### src/lgrs_pkg.sv
// Shared types and constants for the Life row stencil.
`default_nettype none

package lgrs_pkg;

    // Field widths fixed by the interface
    localparam int ROW_W = 64;
    localparam int CFG_W = 7;

    // Neighbor counts for B3/S23
    localparam logic [3:0] BIRTH_COUNT   = 4'd3;
    localparam logic [3:0] SURVIVE_COUNT = 4'd2;

    // Result queue depth, power of two
    localparam int QUEUE_DEPTH = 4;

    // Results pushed by one input transaction
    typedef struct packed {
        logic first;   // next generation of the row held before this one
        logic second;  // next generation of the final row itself
    } lgrs_push_t;

endpackage

`default_nettype wire

### src/lgrs_lane.sv
// One cell of the Life rule: neighbor count and birth/survival decision.
`default_nettype none

module lgrs_lane (
    input  wire logic [2:0] above,
    input  wire logic [2:0] middle,
    input  wire logic [2:0] below,
    output logic            alive
);

    logic [3:0] count;

    always_comb
    begin
        count = 4'd0;
        for (int d = 0; d < 3; d++)
        begin
            count = count + 4'(above[d]) + 4'(below[d]);
        end
        count = count + 4'(middle[0]) + 4'(middle[2]);
        alive = (count == lgrs_pkg::BIRTH_COUNT)
             || ((count == lgrs_pkg::SURVIVE_COUNT) && middle[1]);
    end

endmodule

`default_nettype wire

### src/lgrs_row_stencil.sv
// A row of Life lanes plus the merge into one masked result row.
`default_nettype none

module lgrs_row_stencil #(
    parameter int CELLS = 64
) (
    input  wire logic [CELLS-1:0] above,
    input  wire logic [CELLS-1:0] middle,
    input  wire logic [CELLS-1:0] below,
    input  wire logic [CELLS-1:0] live_mask,
    output logic      [CELLS-1:0] next_row
);

    // Dead border on both sides, no wrap
    logic [CELLS+1:0] above_pad;
    logic [CELLS+1:0] middle_pad;
    logic [CELLS+1:0] below_pad;
    logic [CELLS-1:0] lane_alive;

    assign above_pad  = {1'b0, above  & live_mask, 1'b0};
    assign middle_pad = {1'b0, middle & live_mask, 1'b0};
    assign below_pad  = {1'b0, below  & live_mask, 1'b0};

    for (genvar i = 0; i < CELLS; i++)
    begin : g_lane
        lgrs_lane u_lane (
            .above  (above_pad[i+2:i]),
            .middle (middle_pad[i+2:i]),
            .below  (below_pad[i+2:i]),
            .alive  (lane_alive[i])
        );
    end

    assign next_row = lane_alive & live_mask;

endmodule

`default_nettype wire

### src/lgrs_out_queue.sv
// Small result queue: up to two pushes and one pop per cycle.
`default_nettype none

module lgrs_out_queue #(
    parameter int WIDTH = 65
) (
    input  wire logic                     clk,
    input  wire logic                     rst_n,
    input  wire lgrs_pkg::lgrs_push_t     push,
    input  wire logic [WIDTH-1:0]         data_first,
    input  wire logic [WIDTH-1:0]         data_second,
    output logic                          room,
    output logic                          head_valid,
    input  wire logic                     head_ready,
    output logic      [WIDTH-1:0]         head_data
);

    localparam int DEPTH = lgrs_pkg::QUEUE_DEPTH;
    localparam int PTR_W = $clog2(DEPTH);
    localparam int CNT_W = $clog2(DEPTH + 1);

    logic [WIDTH-1:0] entry_reg [DEPTH];
    logic [PTR_W-1:0] wr_ptr_reg, wr_ptr_next;
    logic [PTR_W-1:0] rd_ptr_reg, rd_ptr_next;
    logic [CNT_W-1:0] count_reg, count_next;
    logic [PTR_W-1:0] second_idx;
    logic             pop;

    assign pop        = head_valid && head_ready;
    assign head_valid = (count_reg != '0);
    assign head_data  = entry_reg[rd_ptr_reg];
    assign room       = (count_reg <= CNT_W'(DEPTH - 2));
    // Second result lands behind the first when both are pushed
    assign second_idx = wr_ptr_reg + PTR_W'(push.first);

    always_comb
    begin
        wr_ptr_next = wr_ptr_reg + PTR_W'(push.first) + PTR_W'(push.second);
        rd_ptr_next = rd_ptr_reg + PTR_W'(pop);
        count_next  = count_reg + CNT_W'(push.first) + CNT_W'(push.second)
                    - CNT_W'(pop);
    end

    always_ff @(posedge clk or negedge rst_n)
    begin
        if (!rst_n)
        begin
            wr_ptr_reg <= '0;
            rd_ptr_reg <= '0;
            count_reg  <= '0;
        end
        else
        begin
            wr_ptr_reg <= wr_ptr_next;
            rd_ptr_reg <= rd_ptr_next;
            count_reg  <= count_next;
        end
    end

    always_ff @(posedge clk)
    begin
        if (push.first)
        begin
            entry_reg[wr_ptr_reg] <= data_first;
        end
        if (push.second)
        begin
            entry_reg[second_idx] <= data_second;
        end
    end

    a_count_bound: assert property (@(posedge clk) disable iff (!rst_n)
        count_reg <= CNT_W'(DEPTH))
        else $error("result queue count above depth");

    a_no_overflow: assert property (@(posedge clk) disable iff (!rst_n)
        (push.first || push.second) |-> room)
        else $error("push into result queue without room");

    a_ptr_count: assert property (@(posedge clk) disable iff (!rst_n)
        (count_reg == '0) |-> (wr_ptr_reg == rd_ptr_reg))
        else $error("empty queue with pointers apart");

endmodule

`default_nettype wire

### src/life_generation_row_stencil.sv
// Top level: one Life generation over a raster frame, one row per transaction.
//
//  channel   signals                          direction  meaning
//  input     in_valid/in_ready, row_bits,     in         one current-generation row
//            final_row
//  output    out_valid/out_ready, next_row,   out        one next-generation row
//            frame_end
//  config    cfg_we, cfg_wdata                in         row_cells, no wait
//
// One row transaction per cycle while in_ready is high; all MAX_CELLS lanes evaluate
// a row in the same cycle. A final row yields two results, popped one at a time; a
// four-entry result queue absorbs that and keeps taking rows while results wait.
// in_ready drops only when the queue lacks room for two results.
// Reset empties the queue, clears the held rows and sets the width to MAX_CELLS.
`default_nettype none

module life_generation_row_stencil #(
    parameter int MAX_CELLS = 64
) (
    input  wire logic                          clk,
    input  wire logic                          rst_n,
    input  wire logic                          in_valid,
    output logic                               in_ready,
    input  wire logic [lgrs_pkg::ROW_W-1:0]    row_bits,
    input  wire logic                          final_row,
    output logic                               out_valid,
    input  wire logic                          out_ready,
    output logic      [lgrs_pkg::ROW_W-1:0]    next_row,
    output logic                               frame_end,
    input  wire logic                          cfg_we,
    input  wire logic [lgrs_pkg::CFG_W-1:0]    cfg_wdata
);

    localparam int RowW   = lgrs_pkg::ROW_W;
    localparam int CfgW   = lgrs_pkg::CFG_W;
    localparam int EntryW = MAX_CELLS + 1;

    logic [MAX_CELLS-1:0] upper_reg, upper_next;
    logic [MAX_CELLS-1:0] middle_reg, middle_next;
    logic                 held_reg, held_next;
    logic [MAX_CELLS-1:0] live_mask_reg, live_mask_next;

    logic                 accept;
    logic [MAX_CELLS-1:0] row_live;
    logic [MAX_CELLS-1:0] upper_for_final;
    logic [MAX_CELLS-1:0] gen_first;
    logic [MAX_CELLS-1:0] gen_second;
    lgrs_pkg::lgrs_push_t push;
    logic [EntryW-1:0]    head_data;

    assign accept          = in_valid && in_ready;
    assign row_live        = row_bits[MAX_CELLS-1:0] & live_mask_reg;
    assign upper_for_final = held_reg ? middle_reg : '0;

    // Row above the incoming one
    lgrs_row_stencil #(.CELLS(MAX_CELLS)) u_stencil_first (
        .above     (upper_reg),
        .middle    (middle_reg),
        .below     (row_live),
        .live_mask (live_mask_reg),
        .next_row  (gen_first)
    );

    // Final row, dead row below it
    lgrs_row_stencil #(.CELLS(MAX_CELLS)) u_stencil_second (
        .above     (upper_for_final),
        .middle    (row_live),
        .below     ('0),
        .live_mask (live_mask_reg),
        .next_row  (gen_second)
    );

    always_comb
    begin
        push.first  = accept && held_reg;
        push.second = accept && final_row;
    end

    always_comb
    begin
        upper_next  = upper_reg;
        middle_next = middle_reg;
        held_next   = held_reg;
        if (accept)
        begin
            if (final_row)
            begin
                upper_next  = '0;
                middle_next = '0;
                held_next   = 1'b0;
            end
            else
            begin
                upper_next  = upper_for_final;
                middle_next = row_live;
                held_next   = 1'b1;
            end
        end
    end

    // Widths above MAX_CELLS saturate since only MAX_CELLS lanes exist
    always_comb
    begin
        live_mask_next = live_mask_reg;
        if (cfg_we)
        begin
            for (int i = 0; i < MAX_CELLS; i++)
            begin
                live_mask_next[i] = (cfg_wdata > CfgW'(i));
            end
        end
    end

    always_ff @(posedge clk or negedge rst_n)
    begin
        if (!rst_n)
        begin
            upper_reg     <= '0;
            middle_reg    <= '0;
            held_reg      <= 1'b0;
            live_mask_reg <= '1;
        end
        else
        begin
            upper_reg     <= upper_next;
            middle_reg    <= middle_next;
            held_reg      <= held_next;
            live_mask_reg <= live_mask_next;
        end
    end

    lgrs_out_queue #(.WIDTH(EntryW)) u_out_queue (
        .clk         (clk),
        .rst_n       (rst_n),
        .push        (push),
        .data_first  ({1'b0, gen_first}),
        .data_second ({1'b1, gen_second}),
        .room        (in_ready),
        .head_valid  (out_valid),
        .head_ready  (out_ready),
        .head_data   (head_data)
    );

    assign next_row  = RowW'(head_data[MAX_CELLS-1:0]);
    assign frame_end = head_data[MAX_CELLS];

    a_final_clears: assert property (@(posedge clk) disable iff (!rst_n)
        (accept && final_row) |=> (!held_reg && upper_reg == '0 && middle_reg == '0))
        else $error("final row did not clear held rows");

    a_row_held: assert property (@(posedge clk) disable iff (!rst_n)
        (accept && !final_row) |=> held_reg)
        else $error("accepted row not held");

    a_first_row_top: assert property (@(posedge clk) disable iff (!rst_n)
        !held_reg |-> (upper_reg == '0 && middle_reg == '0))
        else $error("rows present while nothing held");

endmodule

`default_nettype wire
### config.mk
export PLATFORM = sky130hd
export DESIGN_NAME = life_generation_row_stencil
export DESIGN_NICKNAME = d
export VERILOG_FILES = /design/src/lgrs_pkg.sv /design/src/lgrs_lane.sv /design/src/lgrs_row_stencil.sv /design/src/lgrs_out_queue.sv /design/src/life_generation_row_stencil.sv
export SDC_FILE = /design/constraint.sdc
export NUM_CORES = 2
export LEC_CHECK = 0
export ABC_AREA = 1
export BUFFER_PORTS_ARGS = -buffer_cell sky130_fd_sc_hd__buf_2
export CAP_MARGIN = 20
export CORE_ASPECT_RATIO = 0.9
export CORE_MARGIN = 3
export CORE_UTILIZATION = 55
export DETAILED_ROUTE_END_ITERATION = 10
export PLACE_DENSITY_LB_ADDON = 0.08
export SLEW_MARGIN = 10
export SYNTH_ARGS = -nofsm -noshare
export SYNTH_HDL_FRONTEND = slang
export SYNTH_SLANG_ARGS = --single-unit
### constraint.sdc
create_clock -name clk -period 12.7 [get_ports clk]
set_clock_uncertainty 0.2 [all_clocks]
set_input_delay 1.905 -clock clk [delete_from_list [all_inputs] [get_ports clk]]
set_output_delay 1.905 -clock clk [all_outputs]
set_load 0.02 [all_outputs]
==> metrics.csv <==
metric,value,unit
status,finished clean,
endpoint class of the critical path,output pin,
Cell Pwr Density,201,nW/um2
Achievable Freq,172,MHz
initial DRC count,3243,
Congestion Overflow GR,0,
Post-synth EDFFs,256,
largest net degree at the start of global routing,81,
Post-Syn Area,37900,um2
worst hold endpoint,u_out_queue.entry_reg[1][64],
"commonest non-fill, non-tap cells in the layout","1170 x nand2_1, 481 x inv_1, 444 x nor2_1, 319 x ha_1, 318 x fa_1",
register area share after synthesis,0.339,
post-CTS sizing,0,
Post-Route WL,114,mm
DR vias/cell,5.80,
peak supply drop,102,uV
# fillers,5950,
hold depth,2,
"commonest non-fill, non-tap cell in the layout",nand2_1,
Post-Place Cells,5251,
met1 GRT Util,0.487,
Clock transition at path regs,0.06,ns
setup TNS,0,ns
CTS sink count,460,
fin util,0.610,
max reg flops,260,
Worst EP required,10.60,ns
final net count,5150,
CTS tree,built,
Worst Setup Start Kind,flip-flop,
CP arrival,3.71,ns
Tmin final,5.81,ns
synth unique cells,41,
Total Routing Usage GR,0.320,
post-route ant nets,0,
Routability Congestion,0.925,
max-slew violation count,0,
Post-DP HPWL,81.9,mm
slew at the pin closest to its max-slew limit,1.19,ns
Die W,283,um
Max Cap Violations,0,
synth-to-layout area growth,8.82,%
Post-DP Area,39300,um2
met3 Use GR,0.0732,
HP Start,u_out_queue.entry_reg[1][64],
post-route cell area,41200,um2
RSZ-0062 raised after global routing,no,
first-pass GRT wire length,176,mm
# setup viols final,0,
Static Leakage,20.4,nW
# hold bufs at CTS,0,
Hold Crit Class,reg2reg,
antenna violations before repair,5,
IO Count,144,
Yosys reg bits,460,
clock latency on the worst-skew pair,0.64,ns
Crit Reg-Reg Endpoint,u_out_queue.entry_reg[3][13],
multi-input logic area,22500,um2
Worst slew margin,0.201,
via count,31100,
vias in the first global route,29700,
Initial Util,0.561,
Post-CTS Repair Setup Buffers,0,
TritonRoute pass-1 iters,7,
Synth Net Count,5084,
H-tree depth,2,
"Worst Path Class, Setup",reg2out,
Clock Tree Root,clkbuf_16,
Total Power,8.30,mW
core area,67600,um2
drt drc,0,
clock buffer count from CTS,54,
ys flop type,edfxtp_1,
start of the worst register-to-register path,u_out_queue.count_reg[1],
Storage cell area,12900,um2
maximum root-to-sink buffer count,3,
Top Usage Layer GRT,met1,
Cells after Synth,4370,
asr flop ratio synth,0.435,
mean post-synth cell area,8.67,um2
number of port buffers,143,
"Cell Count, Final, Fillers Out",5358,
Reg2Reg Setup Slack,7.68,ns
num rows,90,
worst-path fanout max,76,
share of cells above drive strength 1,0.0805,
M2 GR Usage,0.469,
number of hold violations in the final report,0,
full die area,72100,um2
wire length per cell,21.3,um
chip height,255,um
warnings from Yosys,0,
Tcrit/Tclk final,0.458,
Register-to-Register Path Depth,13,
-- cell usage after synthesis (all sizes together), types with 3 or more instances --
cell type | n | share of area
nand2 | 1180 | 0.12
inv | 488 | 0.048
nor2 | 447 | 0.045
ha | 319 | 0.11
fa | 318 | 0.17
edfxtp | 256 | 0.20
o21ai | 243 | 0.032
nand3 | 233 | 0.031
dfrtp | 136 | 0.090
o22ai | 132 | 0.022
clkbuf | 91 | 0.0090
buf | 81 | 0.011
a21oi | 65 | 0.0086
dfstp | 64 | 0.044
o21bai | 63 | 0.012
o31ai | 63 | 0.012
xor2 | 62 | 0.014
nand4 | 33 | 0.0055
a211oi | 31 | 0.0061
nand3b | 15 | 0.0030
o211a | 14 | 0.0037
o211ai | 12 | 0.0024
clkinv | 5 | 0.00050
a31oi | 4 | 0.00066
dfxtp | 4 | 0.0021
nor3 | 3 | 0.00040
xnor2 | 3 | 0.00089
-- final cells by class --
cell class,instances,share of cell area
Antenna cell,2,0.000121
Clock buffer,81,0.0392
Clock inverter,21,0.00732
Inverter,493,0.0449
Multi-Input combinational cell,3245,0.545
Sequential cell,460,0.312
Tap cell,874,0.0265
Timing Repair Buffer,182,0.0248
-- report_power, final --
part | internal, mW | switching [mW]
combinational | 1.44 | 2.94
sequential | 1.98 | 0.266
clock | 1.00 | 0.669
total | 4.42 | 3.88
-- worst max-delay path: stages, from the launching register on --
cell      delay, ns
dfrtp_4        0.86
clkinv_2       0.84
buf_4          0.62
o21ai_0        0.27
o22ai_1        0.17
buf_2          0.20
-- per-layer routing --
metal,wire length (um),share of wire,vias up
li1,-,-,14500
met1,51200,0.45,15000
met2,47900,0.42,1410
met3,12800,0.11,144
met4,2240,0.020,6
met5,38,0.00033,-
-- kinds of logic (layout without fill, tap and decap cells) --
logic type / count (synthesis) / in the layout / share of synthesized area
and+or+nand+nor: 1913 / 1913 / 0.202
other: 0 / 2 / 0
adders and majority gates: 637 / 637 / 0.273
AOI/OAI and AO/OA: 630 / 630 / 0.101
buffers and inverters: 665 / 777 / 0.0687
xor gates and xnor gates: 65 / 65 / 0.0152
DFF: 460 / 460 / 0.339
-- stage by stage --
step	worst slack, ns	hold slack, ns
after floorplan	7.32	0.214
after global placement	6.51	0.226
after detailed placement	6.43	0.231
after CTS	6.93	0.245
after global routing	6.74	0.264
final	6.89	0.246
-- worst max path at each step --
stage                         startpoint                      endpoint  cells past startpoint
3_5_place_dp                    in_valid  u_out_queue.entry_reg[3][50]                     10
6_report       u_out_queue.rd_ptr_reg[0]                  next_row[24]                      5
3_3_place_gp                    in_valid  u_out_queue.entry_reg[2][48]                     10
5_1_grt        u_out_queue.rd_ptr_reg[0]                  next_row[26]                      5
4_1_cts        u_out_queue.rd_ptr_reg[0]                  next_row[25]                      5
2_1_floorplan                   in_valid   u_out_queue.entry_reg[0][0]                     11
No activity file was read; power rests on OpenSTA's default activity.
